`src/sv/wrr_pkg.sv`:
```
package wrr_pkg;

	// Field widths of one packet descriptor and one result.
	localparam int ID_W     = 31;
	localparam int HANDLE_W = 16;
	localparam int LEN_W    = 10;
	localparam int WS_W     = 3;

	// Stream data widths: fields packed from bit 0, padded to whole bytes.
	localparam int SLOT_W   = ID_W + HANDLE_W + LEN_W;
	localparam int TDATA_W  = ((SLOT_W + 7) / 8) * 8;
	localparam int PAD_W    = TDATA_W - SLOT_W;

	// Defaults for the top-level parameters.
	localparam int WINDOW_DEF      = 4;
	localparam int MAX_PAYLOAD_DEF = 512;

	// Window size after reset.
	localparam logic [WS_W-1:0] WS_RESET = 3'd4;

	// Result kinds.
	localparam logic KIND_ACK  = 1'b0;
	localparam logic KIND_DATA = 1'b1;

	// One held packet; the id sits in the lowest bits.
	typedef struct packed {
		logic [LEN_W-1:0]    length;
		logic [HANDLE_W-1:0] handle;
		logic [ID_W-1:0]     id;
	} slot_t;

	// One result before it is framed on the output stream.
	typedef struct packed {
		logic  kind;
		slot_t body;
	} result_t;

endpackage

```
`src/sv/wrr_slots.sv`:
```
module wrr_slots #(
	parameter int WINDOW = wrr_pkg::WINDOW_DEF
) (
	input  logic                                  clk,
	input  logic                                  wr_en,
	input  logic [((WINDOW > 1) ? $clog2(WINDOW) : 1)-1:0] wr_idx,
	input  wrr_pkg::slot_t                        wr_data,
	input  logic [((WINDOW > 1) ? $clog2(WINDOW) : 1)-1:0] rd_idx,
	input  logic [wrr_pkg::ID_W-1:0]              key,
	output wrr_pkg::slot_t                        rd_data,
	output logic                                  hit
);
	import wrr_pkg::*;

	// Window storage; entries are only read below the fill count.
	slot_t slot_q [WINDOW];

	always_ff @(posedge clk) begin
		if (wr_en) begin
			slot_q[wr_idx] <= wr_data;
		end
	end

	// The single id comparator shared by the duplicate scan and the delivery search.
	assign rd_data = slot_q[rd_idx];
	assign hit     = (rd_data.id == key);

endmodule

```
`src/sv/windowed_reorder_receiver.sv`:
```
// Channel   Direction  Signals                           Contents
// s_        in         tvalid tready tdata tlast         packet descriptor, tlast = end of file
// m_        out        tvalid tready tdata tuser tlast   ack or in-order delivery, tlast = final
// cfg_      in         we wdata                          window size
//
// Each item is accepted, scanned against every held packet for duplicates, decided on,
// searched in id order for delivery when a delivery runs, and its final result released;
// the scan and the search share the single id comparator, and output stalls add to the time.
// Reset clears the sequencer, the fill count, the base and the window size (to 4).
// A stall on m_tready holds the sequencer only when a result must move to the output.
module windowed_reorder_receiver #(
	parameter int WINDOW      = wrr_pkg::WINDOW_DEF,
	parameter int MAX_PAYLOAD = wrr_pkg::MAX_PAYLOAD_DEF
) (
	input  logic                         clk,
	input  logic                         arst_n,
	input  logic                         cfg_we,
	input  logic [wrr_pkg::WS_W-1:0]     cfg_wdata,  // window_size
	input  logic                         s_tvalid,
	output logic                         s_tready,
	input  logic [wrr_pkg::TDATA_W-1:0]  s_tdata,    // packet_id, payload_handle, payload_length
	input  logic                         s_tlast,
	output logic                         m_tvalid,
	input  logic                         m_tready,
	output logic [wrr_pkg::TDATA_W-1:0]  m_tdata,    // out_id, out_handle, out_length
	output logic                         m_tuser,    // kind
	output logic                         m_tlast
);
	import wrr_pkg::*;

	localparam int CW = $clog2(WINDOW + 1);
	localparam int IW = (WINDOW > 1) ? $clog2(WINDOW) : 1;

	typedef enum logic [3:0] {
		ST_IDLE  = 4'b0001,
		ST_SCAN  = 4'b0010,
		ST_DELIV = 4'b0100,
		ST_FLUSH = 4'b1000
	} state_t;

	state_t            state_q;
	logic [WS_W-1:0]   cfg_q;
	logic [CW-1:0]     held_q;
	logic [CW-1:0]     cnt_q;
	logic [CW-1:0]     idx_q;
	logic [CW-1:0]     j_q;
	logic [ID_W-1:0]   base_q;
	logic [ID_W-1:0]   want_q;
	logic              fresh_q;
	logic              m_valid_q;

	slot_t             item_q;
	logic              eof_q;
	result_t           pend_q;
	result_t           m_res_q;
	logic              m_last_q;

	slot_t             in_slot;
	slot_t             rd_data;
	logic              hit;
	logic [ID_W-1:0]   key;
	logic [CW-1:0]     ws_eff;
	logic [CW:0]       held_inc;
	logic              accept;
	logic              push_ok;
	logic              scan_end;
	logic              store;
	logic              deliver;
	logic              deliv_miss;
	logic              deliv_hit;
	logic              deliv_step;
	logic              deliv_done;
	logic              push_mid;
	logic              push_fin;

	// Input unpacking with the payload length clamped.
	always_comb begin
		in_slot.id     = s_tdata[ID_W-1:0];
		in_slot.handle = s_tdata[ID_W+HANDLE_W-1:ID_W];
		if (int'(s_tdata[SLOT_W-1:ID_W+HANDLE_W]) > MAX_PAYLOAD) begin
			in_slot.length = LEN_W'(MAX_PAYLOAD);
		end else begin
			in_slot.length = s_tdata[SLOT_W-1:ID_W+HANDLE_W];
		end
	end

	// Effective window size, saturated to the range 1 to WINDOW.
	always_comb begin
		priority if (cfg_q == '0) begin
			ws_eff = CW'(1);
		end else if (int'(cfg_q) > WINDOW) begin
			ws_eff = CW'(WINDOW);
		end else begin
			ws_eff = CW'(cfg_q);
		end
	end

	// Slot store with the shared comparator.
	assign key = (state_q == ST_SCAN) ? item_q.id : want_q;

	wrr_slots #(
		.WINDOW (WINDOW)
	) u_slots (
		.clk     (clk),
		.wr_en   (store),
		.wr_idx  (held_q[IW-1:0]),
		.wr_data (item_q),
		.rd_idx  (idx_q[IW-1:0]),
		.key     (key),
		.rd_data (rd_data),
		.hit     (hit)
	);

	// Sequencer decode.
	assign accept     = s_tvalid && s_tready;
	assign s_tready   = (state_q == ST_IDLE);
	assign push_ok    = !m_valid_q || m_tready;
	assign held_inc   = {1'b0, held_q} + (CW+1)'(1);
	assign scan_end   = (state_q == ST_SCAN) && (idx_q == held_q);
	assign store      = scan_end && fresh_q && (int'(held_q) < WINDOW);
	assign deliver    = store && (eof_q || (held_inc >= {1'b0, ws_eff}));
	assign deliv_miss = (state_q == ST_DELIV) && (idx_q == cnt_q);
	assign deliv_hit  = (state_q == ST_DELIV) && (idx_q != cnt_q) && hit;
	assign push_mid   = deliv_hit && push_ok;
	assign deliv_step = deliv_miss || push_mid;
	assign deliv_done = deliv_step && (j_q == (cnt_q - CW'(1)));
	assign push_fin   = (state_q == ST_FLUSH) && push_ok;

	// Control state.
	always_ff @(posedge clk or negedge arst_n) begin
		if (!arst_n) begin
			state_q   <= ST_IDLE;
			cfg_q     <= WS_RESET;
			held_q    <= '0;
			cnt_q     <= '0;
			idx_q     <= '0;
			j_q       <= '0;
			base_q    <= '0;
			fresh_q   <= 1'b0;
			m_valid_q <= 1'b0;
		end else begin
			if (cfg_we) begin
				cfg_q <= cfg_wdata;
			end

			unique case (state_q)
				ST_IDLE: begin
					if (accept) begin
						state_q <= ST_SCAN;
						idx_q   <= '0;
						fresh_q <= 1'b1;
					end
				end
				ST_SCAN: begin
					if (scan_end) begin
						if (deliver) begin
							state_q <= ST_DELIV;
							held_q  <= '0;
							cnt_q   <= held_inc[CW-1:0];
							idx_q   <= '0;
							j_q     <= '0;
						end else begin
							state_q <= ST_FLUSH;
							if (store) begin
								held_q <= held_inc[CW-1:0];
							end
						end
					end else begin
						idx_q <= idx_q + CW'(1);
						if (hit) begin
							fresh_q <= 1'b0;
						end
					end
				end
				ST_DELIV: begin
					if (deliv_step) begin
						idx_q <= '0;
						if (deliv_done) begin
							state_q <= ST_FLUSH;
							base_q  <= base_q + ID_W'(cnt_q);
						end else begin
							j_q <= j_q + CW'(1);
						end
					end else if (!deliv_hit) begin
						idx_q <= idx_q + CW'(1);
					end
				end
				ST_FLUSH: begin
					if (push_ok) begin
						state_q <= ST_IDLE;
					end
				end
				default: begin
					state_q <= ST_IDLE;
				end
			endcase

			// Output register handshake.
			if (push_mid || push_fin) begin
				m_valid_q <= 1'b1;
			end else if (m_tready) begin
				m_valid_q <= 1'b0;
			end
		end
	end

	// Item, pending result and output payload.
	always_ff @(posedge clk) begin
		if (accept) begin
			item_q             <= in_slot;
			eof_q              <= s_tlast;
			pend_q.kind        <= KIND_ACK;
			pend_q.body.id     <= in_slot.id;
			pend_q.body.handle <= '0;
			pend_q.body.length <= '0;
		end
		if (deliver) begin
			want_q <= base_q;
		end else if (deliv_step) begin
			want_q <= want_q + ID_W'(1);
		end
		if (push_mid) begin
			pend_q.kind <= KIND_DATA;
			pend_q.body <= rd_data;
		end
		if (push_mid || push_fin) begin
			m_res_q  <= pend_q;
			m_last_q <= push_fin;
		end
	end

	assign m_tvalid = m_valid_q;
	assign m_tdata  = {{PAD_W{1'b0}}, m_res_q.body};
	assign m_tuser  = m_res_q.kind;
	assign m_tlast  = m_last_q;

endmodule

```
`config.mk`:
```
export PLATFORM = sky130hd
export DESIGN_NAME = windowed_reorder_receiver
export DESIGN_NICKNAME = d
export VERILOG_FILES = /design/src/sv/wrr_pkg.sv /design/src/sv/wrr_slots.sv /design/src/sv/windowed_reorder_receiver.sv
export SDC_FILE = /design/constraint.sdc
export NUM_CORES = 1
export LEC_CHECK = 0
export ABC_AREA = 1
export BUFFER_PORTS_ARGS = -buffer_cell sky130_fd_sc_hd__buf_2
export CAP_MARGIN = 40
export CORE_MARGIN = 5
export CORE_UTILIZATION = 30
export CTS_CLUSTER_DIAMETER = 60
export DETAILED_ROUTE_END_ITERATION = 10
export PLACE_DENSITY = 0.48
export SETUP_SLACK_MARGIN = 0.4
export SLEW_MARGIN = 40
export SYNTH_ARGS = -nofsm -noshare
export SYNTH_HDL_FRONTEND = slang
export SYNTH_SLANG_ARGS = --single-unit
export TNS_END_PERCENT = 20
```
`constraint.sdc`:
```
create_clock -name clk -period 9.04 [get_ports clk]
set_input_delay 1.808 -clock clk [delete_from_list [all_inputs] [get_ports clk]]
set_output_delay 1.808 -clock clk [all_outputs]
set_load 0.01 [all_outputs]
```
=== After elaboration in Yosys (flattened, before gate mapping) ===
Memories as Yosys holds them, arrays and structs flattened.
Cells that the tools add are included.

* Bits in registers: 258
* ROM bits: 0
* Logic and storage cells: 119
* Output and inout bits: 68
* Memory bits (writable): 228
* Latch bits: 0
* Memories kept: 1

{| class="wikitable"
|+ Memory list
! name !! depth !! width !! read ports !! clocked after Yosys merged registers in !! wr ports !! line !! RTL
|-
| u_slots.slot_q || 4 || 57 || 1 || 0 || 1 || wrr_slots.sv:16 || <nowiki>slot_t slot_q [WINDOW];</nowiki>
|}

* Shifts and indexed selects: 0
* Add/subtract/negate cells: 6
* Reduce and logical (&&, ||, !) cells: 31
* Multipliers: 0
* Bitwise gates (word level): 0
* $lt $le $gt $ge: 4
* Mux-type cells: 34
* Eq/ne operators: 20
* Div/mod/pow operators: 0

{| class="wikitable"
|+ Operator list
! operator !! count
|-
| 57-bit two-way mux || 2
|-
| 31-bit two-way mux || 3
|-
| 3-bit two-way mux || 12
|-
| 31-bit by 1-bit adder with 31-bit output, second input constant || 1
|-
| 31-bit by 3-bit adder with 31-bit output || 1
|-
| 31-bit equality test || 1
|-
| 4-bit two-way mux || 6
|-
| 2-bit != test, second input constant || 8
|-
| 4-bit case mux with 4 select lines || 1
|-
| 2-bit nonzero test || 6
|-
| 1-bit logical AND || 11
|-
| 10-bit > comparator, second input constant || 1
|-
| 5-bit AND reduction || 2
|-
| 3-bit equality test || 3
|-
| 3-bit case mux with 3 select lines || 1
|-
| 3-bit AND reduction || 3
|-
| 4-bit AND reduction || 2
|-
| 1-bit two-way mux || 7
|-
| 3-bit by 1-bit adder with 3-bit output, second input constant || 2
|-
| 3-bit != test, second input constant || 2
|-
| 3-bit case mux with 2 select lines || 1
|-
| 3-bit by 1-bit adder with 4-bit output, second input constant || 1
|-
| 4-bit by 1-bit equality test with 1-bit output, second input constant || 1
|-
| 4-bit by 2-bit equality test with 1-bit output, second input constant || 1
|-
| 13 further kinds || 16
|}

=== Longest topological paths before layout ===
* Depth in word-level cells: 10
* Gate-level depth with buffers: 22
* Depth with buffers taken out: 19

=== By module ===
From an unflattened synthesis, not the netlist that was laid out.

* Cells, all modules: 1944
* Area, all modules: 21242.9 µm²

{| class="wikitable"
|+ Modules (own cells, without submodules)
! module !! area each (µm²) !! cells each !! instances
|-
| windowed_reorder_receiver || 11932.7 || 1166 || 1
|-
| wrr_slots || 9310.2 || 778 || 1
|}

=== Least setup slack after synthesis ===
Ideal clock, no wire load.

* Path type: register to register
* Start point: reg idx_q[0]
* End point: mem u_slots.slot_q[3][0] (netlist name) (enable)
* Data required time: 8.427 ns
* Buffers on the path: 3
* Clock period less this slack: 7.228 ns
* Cell stages (with the launch flop): 9
* Slack: 1.812 ns
* Data arrival time: 6.615 ns
* Path through: dfrtp_1 buf_2 buf_4 buf_2 xnor2_1 nand3_1 nor2_1 inv_1 nor4_1

* Word-level cells in the longest chain between the ends: 6

{| class="wikitable"
|+ Ends and longest elaborated chain
! what !! line !! RTL
|-
| start: declaration || windowed_reorder_receiver.sv:45 || <nowiki>logic [CW-1:0] idx_q;</nowiki>
|-
| start signal: assignment || windowed_reorder_receiver.sv:169 || <nowiki>idx_q <= idx_q + CW'(1);</nowiki>
|-
| start signal: assignment || windowed_reorder_receiver.sv:185 || <nowiki>idx_q <= idx_q + CW'(1);</nowiki>
|-
| 3-bit equality test || windowed_reorder_receiver.sv:119 || <nowiki>assign scan_end = (state_q == ST_SCAN) && (idx_q == held_q);</nowiki>
|-
| 1-bit logical AND || windowed_reorder_receiver.sv:119 ||
|-
| 1-bit logical AND (2 in series) || windowed_reorder_receiver.sv:120 || <nowiki>assign store = scan_end && fresh_q && (int'(held_q) < WINDOW);</nowiki>
|-
| 1-bit two-way mux || wrr_slots.sv:19 || <nowiki>if (wr_en) begin</nowiki>
|-
| 1-bit two-way mux (not written as such) || wrr_slots.sv:20 || <nowiki>slot_q[wr_idx] <= wr_data;</nowiki>
|-
| end: declaration || wrr_slots.sv:16 ||
|}

No other way between the ends.

=== Final worst setup path ===
* Start point: reg idx_q[0]
* End point: reg base_q[19]

* Word-level cells in the longest chain between the ends: 7
* Elaborated cells between the ends (all ways): 11

{| class="wikitable"
|+ Ends and longest elaborated chain
! what !! line !! RTL
|-
| memory read 4 x 57 bit or 3-bit != test (tied branches) || n/a ||
|-
| 31-bit equality test or 1-bit logical AND (tied branches) || wrr_slots.sv:26, windowed_reorder_receiver.sv:123 ||
|-
| 1-bit logical AND || windowed_reorder_receiver.sv:123 || <nowiki>assign deliv_hit = (state_q == ST_DELIV) && (idx_q != cnt_q) && hit;</nowiki>
|-
| 1-bit logical AND || windowed_reorder_receiver.sv:124 || <nowiki>assign push_mid = deliv_hit && push_ok;</nowiki>
|-
| 1-bit logical OR (*) || windowed_reorder_receiver.sv:125 || <nowiki>assign deliv_step = deliv_miss || push_mid;</nowiki>
|-
| 1-bit logical AND || windowed_reorder_receiver.sv:126 || <nowiki>assign deliv_done = deliv_step && (j_q == (cnt_q - CW'(1)));</nowiki>
|-
| 3-bit AND reduction (no source line) (*) || n/a ||
|-
| end signal: assignment || windowed_reorder_receiver.sv:180 || <nowiki>base_q <= base_q + ID_W'(cnt_q);</nowiki>
|-
| end: declaration || windowed_reorder_receiver.sv:47 || <nowiki>logic [ID_W-1:0] base_q;</nowiki>
|}

Mark *: on every way between the ends. The rest lies on a longest branch, timed or not.
A chain may end at the register's enable or synchronous reset.

==> impl_metrics.json <==
{
  "status": "completed",
  "synth_cell_type_count": 41,
  "pre_cts_slack_ns": 3.53,
  "grt_pass1_wl_um": 89400,
  "rr_endpoint": "base_q[19]",
  "grt_max_degree": 70,
  "finClkSkew_ns": 0.0432,
  "worstHoldStart": "pend_q[16]",
  "crit_family": "simple AND/OR/NAND/NOR gates",
  "critPathArrivalTime_ns": 6.08,
  "period_minus_slack_ns": 5.60,
  "crit_buf_inv": 4,
  "met2WireLength_um": 28000,
  "netlist_area_mm2": 0.0221,
  "slew_violations": 0,
  "synth_warnings": 0,
  "synthArstFlopShare": 0.107,
  "setup_violations": 0,
  "crit_path_start_kind": "flop",
  "relSlewSlack": 0.448,
  "power_leakage_nw": 10.5,
  "dieArea_mm2": 0.0792,
  "critPathKind": "reg -> reg",
  "cts-hold-fix-buffers": 0,
  "numCtsBuffers": 56,
  "reg2reg_slack_ns": 3.44,
  "clk_pin_slew_ns": 0.06,
  "dieWidth_um": 281,
  "end_kind": "flop",
  "final_layout_size_suffix_gt1_frac": 0.122,
  "fin_setup_tns_ns": 0,
  "grt_setup_unrepaired": "no",
  "post_cts_buffers": 0,
  "first_iter_violations": 935,
  "start_util": 0.303,
  "antenna_found_initial": 1,
  "grt_usage": 0.145,
  "post-route-period-util": 0.620,
  "crit_end": "base_q[19]",
  "grt_pass1_vias": 14987,
  "hpwl_um": 37700,
  "vias_per_cell": 4.64,
  "postRouteAntennaNets": 0,
  "wl_met3_um": 2520,
  "fin_util": 0.353,
  "synth_cells": 2179,
  "rr_startpoint": "idx_q[0]",
  "fillers": 7175,
  "irDropWorstVdd_v": 0.000156,
  "slowest_delay_ns": 0.77,
  "wire_per_inst_um": 17.8,
  "cts_tree": "yes",
  "crit_cells": 19,
  "fmax_mhz": 179,
  "syn2layout_area_growth_pct": 16.4,
  "cts.sinks": 486,
  "via_count": 15333,
  "core_area_mm2": 0.0730,
  "path_common_cell": "nand2_1",
  "p_per_area_mw_per_mm2": 262,
  "gr-total-overflow": 0,
  "clk_latency_ns": 0.63,
  "place_congestion": 0.838,
  "holdWs_ns": 0.397,
  "layout_commonest_cell": "nand2_1",
  "tightest_slew_ns": 0.828,
  "r2r_cells": 19,
  "cts_root_buffer": "clkbuf_16",
  "min_path_cells": 0,
  "drc": 0,
  "finish.net_count": 2386,
  "boundaryPins": 141,
  "crit_required_ns": 9.52,
  "startpoint": "idx_q[0]",
  "io_buffers": 126,
  "crit_path_cell_trace": "buf_4 > buf_4 > or2_2 > nand2_1 > nand2_1 > nand2_1 > nand2_1 > nand3_1 > nor2_1 > nand2_1 > nor2_1 > nand4_1 > buf_4 > nand2_1 > nand2_2 > inv_2 > nand2_1 > nand2_1 > nand2_1",
  "fin_ws_ns": 3.44,
  "synth-edff-count": 433,
  "hp-class": "reg -> reg",
  "clock_path_buffers": 3,
  "cp_slowest_cell": "dfrtp_4",
  "htreeDepth": 2,
  "final_cell_mix": "nand2_1 (745), edfxtp_1 (433), inv_1 (185)",
  "m1WireLength_um": 26200,
  "routed_wl_um": 58700,
  "cap_violations": 0,
  "die_y_um": 281,
  "hold_viol_final": 0,
  "drt_pass1_iterations": 5,
  "synth_ff_type": "edfxtp_1",
  "syn_area_per_cell_um2": 10.1,
  "crit_path_max_fanout": 65,
  "top_layer_used": "met4",
  "row_count": 99,
  "synth-seq-area-share": 0.648,
  "ctsResizeCount": 0,
  "ys_seq_elements": 486
}
where the power goes:
group	internal [W]	total, W	switching, W
sequential	0.00282	0.00300	0.000181
combinational	0.000379	0.00140	0.00102
clock	0.00139	0.00235	0.000967
total	0.00459	0.00675	0.00216
logic make-up (layout without fill, tap and decap cells):
kind of cell,after synthesis,count (layout),synth area share
AO/OA/AOI/OAI,223,223,0.0599
XOR/XNOR,54,54,0.0214
adder cells (fa/ha/maj),15,15,0.00883
buffers and inverters,287,447,0.0535
flip-flops,486,486,0.648
multiplexers,1,1,0.000510
other,1,9,0.000170
AND/OR/NAND/NOR,1112,1112,0.207
how the worst min path moves through the flow:
stage                              to  slack (ns)
after floorplan            m_tdata[0]        0.40
after global placement    m_tdata[41]        0.40
after detailed placement  m_tdata[15]        0.40
after CTS                 m_tdata[16]        0.39
after global routing      m_tdata[16]        0.40
final                     m_tdata[16]        0.40
metal layers:
| layer | GRT usage | vias to the layer above |
|---|---|---|
| li1 | - | 7554 |
| met3 | 0.0213 | 101 |
| met4 | 0.0507 | 0 |
| met5 | 0 | - |
| met2 | 0.241 | 310 |
| met1 | 0.196 | 7368 |
state kept, by name, indices dropped and copies added (netlist names), 4 cells and up:
register and flops:
item_q 57, state_q 4, m_tdata 57, base_q 31, want_q 31, u_slots.slot_q 228
pend_q 58
cell usage after synthesis (2+ instances only):
library cell / n / area [µm²]
nand2_1: 746 / 2800
edfxtp_1: 433 / 13000
inv_1: 187 / 702
nor2_1: 155 / 582
o21ai_0: 114 / 571
nand3_1: 109 / 546
a21oi_1: 55 / 275
dfrtp_1: 50 / 1250
xor2_1: 45 / 394
buf_2: 42 / 210
clkbuf_1: 35 / 131
nand3b_1: 28 / 210
nor3_1: 23 / 115
nand4_1: 19 / 119
o21ai_1: 15 / 75.1
ha_1: 14 / 175
nor4_1: 14 / 87.6
a221oi_1: 13 / 114
a221oi_2: 13 / 195
buf_4: 12 / 90.1
or2_2: 10 / 62.6
xnor2_1: 9 / 78.8
buf_1: 6 / 22.5
inv_2: 4 / 15.0
o21bai_1: 4 / 30.0
a211oi_1: 3 / 22.5
a31oi_1: 2 / 12.5
dfstp_2: 2 / 52.6
nand2_2: 2 / 12.5
nor2_4: 2 / 22.5
o31ai_1: 2 / 15.0
or2_0: 2 / 12.5
cell type report:
type,count,area [µm²],area share
Timing Repair Buffer,151,870,0.0338
Tap cell,959,1200,0.0466
Antenna cell,2,5.00,0.000194
Clock buffer,62,1420,0.0553
Clock inverter,43,513,0.0199
Multi-Input combinational cell,1412,6670,0.259
Sequential cell,486,14300,0.557
Inverter,191,722,0.0281
stage by stage:
step	area (µm²)	total power [W]	instances
global route	25700	0.00715	3305
finish	25700	0.00675	3306
CTS	25700	0.00685	3304
detailed placement	23800	0.00447	3199
floorplan	22100	0.00397	2185
global placement	23700	0.00444	3196
Note: power is estimated with default switching activity, not from simulation.
